**src/hw/rtl/assert_macros.svh**
```systemverilog
// Assertion macros shared by the RTL of the sphere-to-shape distance block.
// Define NO_ASSERTIONS to compile the macros to nothing.
`ifndef ASSERT_MACROS_SVH
`define ASSERT_MACROS_SVH
`ifndef NO_ASSERTIONS
`define ASSERT_ALWAYS(label, clk, rst, prop) \
   label: assert property (@(posedge clk) disable iff (rst) (prop)) \
      else $error("assertion failed");
`define ASSERT_IMPLY(label, clk, rst, ante, cons) \
   label: assert property (@(posedge clk) disable iff (rst) (ante) |-> (cons)) \
      else $error("assertion failed");
`else
`define ASSERT_ALWAYS(label, clk, rst, prop)
`define ASSERT_IMPLY(label, clk, rst, ante, cons)
`endif
`endif

```
**src/hw/rtl/s2sd_pkg.sv**
```systemverilog
// Shared types, widths and helper functions of the sphere-to-shape distance block.
// No dependencies.
package s2sd_pkg;

   localparam int DEF_COORD_WIDTH = 32;
   localparam int VEC_W           = 32;
   localparam int EXT_W           = 31;
   localparam int RES_W           = 35;
   localparam int RAD_W           = 64;
   localparam int ROOT_W          = 32;
   localparam int GEOM_STAGES     = 9;
   localparam int SUMSQ_STAGES    = 2;

   localparam logic signed [VEC_W-1:0] UNIT_Q30  = 32'sh4000_0000;
   localparam logic signed [34:0]      UNIT_WIDE = 35'sh0_4000_0000;
   localparam logic signed [37:0]      PROJ_LIM  = 38'sh1_FFFF_FFFF;

   typedef enum logic [1:0] {
      KIND_SPHERE = 2'd0,
      KIND_PLATE  = 2'd1,
      KIND_HOLE   = 2'd2,
      KIND_CYL    = 2'd3
   } kind_type;

   typedef struct packed {
      logic                    valid;
      logic signed [RES_W-1:0] r0;
      logic signed [RES_W-1:0] r1;
      logic signed [RES_W-1:0] r2;
   } resid_type;

   typedef struct packed {
      logic             valid;
      logic             sat;
      logic [RAD_W-1:0] radicand;
   } rad_type;

   typedef struct packed {
      logic              valid;
      logic              sat;
      logic [ROOT_W-1:0] root;
   } root_type;

   // Saturate a vector component to the range of a unit value.
   function automatic logic signed [VEC_W-1:0] clip_unit(input logic signed [34:0] x);
      logic signed [VEC_W-1:0] res;
      if (x > UNIT_WIDE) begin
         res = UNIT_Q30;
      end else if (x < -UNIT_WIDE) begin
         res = -UNIT_Q30;
      end else begin
         res = x[VEC_W-1:0];
      end
      return res;
   endfunction

   // Clamp a coordinate to plus or minus a half extent.
   function automatic logic signed [VEC_W-1:0] clip_half(input logic signed [37:0] x,
                                                        input logic [EXT_W-2:0] h);
      logic signed [37:0]      hs;
      logic signed [VEC_W-1:0] res;
      hs = signed'({8'b0, h});
      if (x > hs) begin
         res = hs[VEC_W-1:0];
      end else if (x < -hs) begin
         res = 32'(-hs);
      end else begin
         res = x[VEC_W-1:0];
      end
      return res;
   endfunction

endpackage

```
**src/hw/rtl/s2sd_isqrt.sv**
```systemverilog
// Integer square root, one result bit per pipeline stage, floor of the exact root.
// Depends on s2sd_pkg.
module s2sd_isqrt (
   input  logic              clock,
   input  logic              reset,
   input  s2sd_pkg::rad_type rad,
   output s2sd_pkg::root_type root
);
   import s2sd_pkg::*;

   logic              vld_ff  [ROOT_W];
   logic              sat_ff  [ROOT_W];
   logic [RAD_W-1:0]  rem_ff  [ROOT_W];
   logic [ROOT_W-1:0] q_ff    [ROOT_W];

   for (genvar j = 0; j < ROOT_W; j++) begin : g_stage
      localparam int B = ROOT_W - 1 - j;

      logic              src_vld, src_sat;
      logic [RAD_W-1:0]  src_rem;
      logic [ROOT_W-1:0] src_q;
      logic [RAD_W+1:0]  cand;
      logic              take;

      if (j == 0) begin : g_first
         assign src_vld = rad.valid;
         assign src_sat = rad.sat;
         assign src_rem = rad.radicand;
         assign src_q   = '0;
      end else begin : g_next
         assign src_vld = vld_ff[j-1];
         assign src_sat = sat_ff[j-1];
         assign src_rem = rem_ff[j-1];
         assign src_q   = q_ff[j-1];
      end

      // Raising bit B of the root adds 2*q*2^B + 2^(2B) to its square.
      assign cand = ((RAD_W+2)'(src_q) << (B + 1)) + ((RAD_W+2)'(1) << (2 * B));
      assign take = (RAD_W+2)'(src_rem) >= cand;

      always_ff @(posedge clock) begin
         if (reset) begin
            vld_ff[j] <= 1'b0;
         end else begin
            vld_ff[j] <= src_vld;
         end
      end

      always_ff @(posedge clock) begin
         sat_ff[j] <= src_sat;
         if (take) begin
            rem_ff[j] <= src_rem - cand[RAD_W-1:0];
            q_ff[j]   <= src_q | (ROOT_W'(1) << B);
         end else begin
            rem_ff[j] <= src_rem;
            q_ff[j]   <= src_q;
         end
      end
   end

   assign root.valid = vld_ff[ROOT_W-1];
   assign root.sat   = sat_ff[ROOT_W-1];
   assign root.root  = q_ff[ROOT_W-1];

endmodule

```
**config.mk**
```make
export PLATFORM = sky130hd
export DESIGN_NAME = s2sd_isqrt
export DESIGN_NICKNAME = d
export VERILOG_FILES = /design/src/hw/rtl/assert_macros.svh /design/src/hw/rtl/s2sd_pkg.sv /design/src/hw/rtl/s2sd_isqrt.sv
export SDC_FILE = /design/constraint.sdc
export NUM_CORES = 2
export LEC_CHECK = 0
export BUFFER_PORTS_ARGS = -buffer_cell sky130_fd_sc_hd__buf_2
export CAP_MARGIN = 20
export CORE_ASPECT_RATIO = 1.1
export CORE_UTILIZATION = 60
export DETAILED_ROUTE_END_ITERATION = 16
export GPL_ROUTABILITY_DRIVEN = 0
export GPL_TIMING_DRIVEN = 0
export PLACE_DENSITY = 0.76
export SLEW_MARGIN = 20
export SYNTH_ARGS = -nofsm -noshare
export SYNTH_HDL_FRONTEND = slang
export SYNTH_SLANG_ARGS = --single-unit
```
**constraint.sdc**
```tcl
create_clock -name clock -period 8.2 [get_ports clock]
set_input_delay 2.05 -clock clock [delete_from_list [all_inputs] [get_ports clock]]
set_output_delay 2.05 -clock clock [all_outputs]
set_load 0.1 [all_outputs]
```
After elaboration in Yosys (flattened, before gate mapping)

Memory sizes are Yosys's and may differ from the RTL's.
Cells that the tools add are included.

Bits in writable memories: 3,136
Output and inout bits: 34
Memories: 4
Flip-flop bits (word level): 0
Word-level logic and storage cells: 390
Bits in latches: 0
Bits in read-only memories: 0

Memory list:

| name   | words | bits a word | rd ports | clocked after Yosys merged registers in | wr ports | line             | text |
|---|---|---|---|---|---|---|---|
| rem_ff | 32    | 64          | 31       | 0                                       | 32       | s2sd_isqrt.sv:13 | `logic [RAD_W-1:0] rem_ff [ROOT_W];` |
| q_ff   | 32    | 32          | 32       | 0                                       | 32       | s2sd_isqrt.sv:14 | `logic [ROOT_W-1:0] q_ff [ROOT_W];` |
| sat_ff | 32    | 1           | 32       | 0                                       | 32       | s2sd_isqrt.sv:12 | `logic sat_ff [ROOT_W];` |
| vld_ff | 32    | 1           | 32       | 0                                       | 32       | s2sd_isqrt.sv:11 | `logic vld_ff [ROOT_W];` |

$mul: 0
Bitwise gates (word level): 96
Divide/modulo/power cells: 0
Reduce and logical (&&, ||, !) cells: 0
$lt $le $gt $ge: 32
Equal/unequal tests: 0
Muxes and demuxes: 195
Shift-type cells: 0
Add/sub/neg operators: 63

Operator list:

| kind                   | count |
|---|---|
| $mux 64                | 32 |
| $mux 32                | 32 |
| $mux 1                 | 131 |
| $or 1x1->1             | 96 |
| $add 63x61->64 const B | 1 |
| $ge 64x34->1           | 1 |
| $ge 64x35->1           | 1 |
| $ge 64x36->1           | 1 |
| $ge 64x37->1           | 1 |
| $ge 64x38->1           | 1 |
| $ge 64x39->1           | 1 |
| $ge 64x40->1           | 1 |
| $ge 64x41->1           | 1 |
| $ge 64x42->1           | 1 |
| $ge 64x43->1           | 1 |
| $ge 64x44->1           | 1 |
| $ge 64x45->1           | 1 |
| $ge 64x46->1           | 1 |
| $ge 64x47->1           | 1 |
| $ge 64x48->1           | 1 |
| $ge 64x49->1           | 1 |
| $ge 64x50->1           | 1 |
| $ge 64x51->1           | 1 |
| $ge 64x52->1           | 1 |
| other kinds (75)       | 75 |

Depth between registers and ports, before layout

An unclocked memory read counts as a cell.

Word-level depth: 6
Depth in mapped cells: 14
Gate-level depth less buffers: 12

Worst setup path after synthesis

OpenSTA, ideal clock, no wires.

Kind: input -> register
Start: input port rad[63] in the netlist's numbering
End: memory rem_ff[0][63]
Buffers on the path: 0
Slack: 4,809 ps
Arrival: 3,249 ps
Stages on the path: 6
Path through: inv_1 -> ha_1 -> nor4b_1 -> nand4_1 -> o41ai_1 -> a21oi_1

RTL lines:

| item               | line             | text |
|---|---|---|
| start: declaration | s2sd_isqrt.sv:6  | `input s2sd_pkg::rad_type rad,` |
| end: declaration   | s2sd_isqrt.sv:13 |  |

==> impl_metrics.json <==
{
  "run_status": "completed",
  "mostFrequentLayoutCell": "dfxtp_1",
  "cp-start-kind": "register",
  "nets": 10741,
  "finalInstanceArea_um2": 109000,
  "path_max_fanout": 10,
  "tritoncts": "yes",
  "portBuffers": 101,
  "io_pins": 102,
  "synth_cell_types": 90,
  "clock_skew_ns": 0.0895,
  "irDropWorstVdd_v": 0.000296,
  "grt_pass1_wl_um": 378000,
  "grt_usage_pct": 28.7,
  "cts_max_level": 4,
  "grt.busiest_layer": "met2",
  "final_cells": 12440,
  "synth_edf_count": 0,
  "globalRouteMet3Util_pct": 4.68,
  "endpoint_kind": "register",
  "path_class": "reg -> reg",
  "async_reset_ff_share_pct": 0,
  "ctsHoldBuffers": 0,
  "drt_iter0_markers": 5956,
  "r2r_end": "rem_ff[1][862]$_DFF_P_",
  "tightestPinTransition_ns": 1.32,
  "grt_max_degree": 22,
  "regArea_um2": 51600,
  "drc": 0,
  "clkTransAtPathRegs_ns": 0.07,
  "yosysWarnings": 0,
  "slew_viol_final": 0,
  "cts_sinks": 2576,
  "ant_nets": 0,
  "start_util_pct": 60.7,
  "synthCells": 9779,
  "period_minus_slack_ns": 5.11,
  "ys_ff_latch": 2576,
  "place_inst": 11987,
  "synth_area_leader_cell": "dfxtp_1",
  "cp.required_ns": 9.00,
  "seq_area_frac_synth_pct": 52.9,
  "die_y_um": 425,
  "use_met2_pct": 50.2,
  "maxSlewHeadroom_pct": 11.4,
  "ff2ff_path_depth": 12,
  "drt_first_pass_iters": 9,
  "area_delta_synth_final_pct": 12.3,
  "syn_area_um2": 97500,
  "finalSetupViolations": 0,
  "ff2ff_setup_slack_ns": 3.09,
  "wl_per_cell_um": 19.3,
  "cp.arrival_ns": 5.91,
  "synth_nets": 10405,
  "critPathLaunch": "rem_ff[1][810]$_DFF_P_",
  "grt_antenna_before_repair": 15,
  "ys.flop_type": "dfxtp_1",
  "grt_setup_unrepaired": "no",
  "vias": 72229,
  "setup_tns_ns": 0,
  "avgSynthCellArea_um2": 9.97,
  "synth_top_area_share_pct": 52.9,
  "post_cts_buffers": 0,
  "cts_buffer_depth": 3,
  "fmax_ghz": 0.196,
  "hold_path.class": "reg -> reg",
  "root_buffer": "clkbuf_16",
  "drt-total-wl_um": 240000,
  "place_hpwl_um": 181000,
  "overflow": 0,
  "leakage_nw": 50.2,
  "vias_per_cell": 5.81,
  "rr_startpoint": "rem_ff[1][810]$_DFF_P_",
  "core_area_um2": 161000,
  "drive_above_1_share_pct": 6.77,
  "min-delay-start": "q_ff[1][237]$_DFF_P_",
  "placed_area_um2": 101000,
  "critPathCapture": "rem_ff[1][862]$_DFF_P_",
  "grt_pass1_vias": 72335,
  "multi_input_area_um2": 42500,
  "fin_crit_sh_pct": 62.4,
  "fin_util_pct": 68.1,
  "die_area_um2": 164000,
  "cts_buffers": 232,
  "cts_resized": 0,
  "clk_latency_ns": 0.91,
  "finalHoldViolations": 0,
  "row_count": 154,
  "yosys-top-cells-area": "dfxtp_1 (53%), ha_1 (7.2%), xnor2_1 (4.2%)",
  "drv_cap": 0,
  "power_density_nw_per_um2": 357,
  "final_cell_mix": "dfxtp_1 (2576), inv_1 (701), nor2_1 (691)",
  "grt_util_met1_pct": 34.4,
  "fillers": 11940,
  "die_w_um": 386
}
-- worst min-delay path by stage --
| stage | endpoint | slack [ns] | cells after the start |
|---|---|---|---|
| finish | q_ff[1][269]$_DFF_P_ | 0.31 | 0 |
| global route | q_ff[1][269]$_DFF_P_ | 0.31 | 0 |
| CTS | q_ff[1][269]$_DFF_P_ | 0.30 | 0 |
| detailed placement | sat_ff[0][15]$_DFF_P_ | 0.31 | 0 |
| global placement | sat_ff[1][10]$_DFF_P_ | 0.31 | 0 |
| floorplan | sat_ff[0][10]$_DFF_P_ | 0.31 | 0 |
-- report_power, final --
group | internal (mW) | leakage (nW) | switching, mW
Sequential | 15.3 | 21.6 | 2.39
Clock | 7.10 | 4.23 | 4.86
Combinational | 4.11 | 24.4 | 5.35
Total | 26.5 | 50.2 | 12.6
-- final cells by class --
cell class | count | share of cell area (%)
clock buffer | 305 | 5.99
multi-input combinational | 6288 | 38.8
tap | 2106 | 2.41
buffer | 210 | 0.729
inverter | 705 | 2.42
sequential | 2576 | 47.1
clock inverter | 132 | 2.01
antenna | 16 | 0.0366
timing repair buffer | 102 | 0.465
-- cell usage after synthesis, drive strengths merged, types with 42 or more instances --
cell / n
a211oi: 53
a21o: 277
a21oi: 649
a31oi: 44
and3: 42
clkbuf: 189
dfxtp: 2576
ha: 558
inv: 703
mux2: 83
nand2: 526
nand2b: 88
nand3: 166
nand4: 166
nor2: 692
nor2b: 114
nor3: 265
nor4: 354
nor4b: 60
o21a: 109
o21ai: 383
o21bai: 66
o31ai: 59
or2: 47
or3: 113
or4: 68
xnor2: 470
xor2: 399
-- critical path: stages (launching register included) --
cell	delay [ns]
dfxtp_1	0.30
clkbuf_1	0.19
nor4_1	0.64
nand3_1	0.48
nor4_1	1.17
a211o_1	0.27
nand2b_1	0.16
nor3_2	0.11
inv_1	0.16
clkbuf_1	0.58
clkbuf_1	0.58
nor2_1	0.08
a21oi_1	0.26
-- state kept, by name, indices dropped and copies added (netlist names) --
signal  cells
sat_ff     32
vld_ff     32
q_ff      528
rem_ff   1984
-- cell families (layout without fill, tap and decap cells) --
family	count (synthesis)	count (layout)	share of synthesized area [%]
AND/OR/NAND/NOR	2884	2884	15.5
adder cells (fa/ha/maj)	558	558	7.16
flip-flops	2576	2576	52.9
buffers and inverters	915	1454	3.53
XOR/XNOR	869	869	7.81
AO/OA/AOI/OAI	1886	1886	12.1
other	0	16	0
multiplexers	91	91	1.04
-- per-stage QoR --
| step | hold WS [ns] | power [mW] | worst slack (ns) |
|---|---|---|---|
| detailed placement | 0.312 | 27.1 | 3.50 |
| floorplan | 0.310 | 24.3 | 4.81 |
| global route | 0.307 | 41.1 | 3.18 |
| global placement | 0.311 | 26.8 | 3.58 |
| CTS | 0.301 | 39.1 | 3.44 |
| finish | 0.309 | 39.1 | 3.09 |
-- layer usage --
metal	wire, um	part of all wire [%]
met1	97800	41
met3	14000	5.8
met4	10100	4.2
met5	23	0.0096
met2	118000	49
Power figures use the tool's default switching activity.
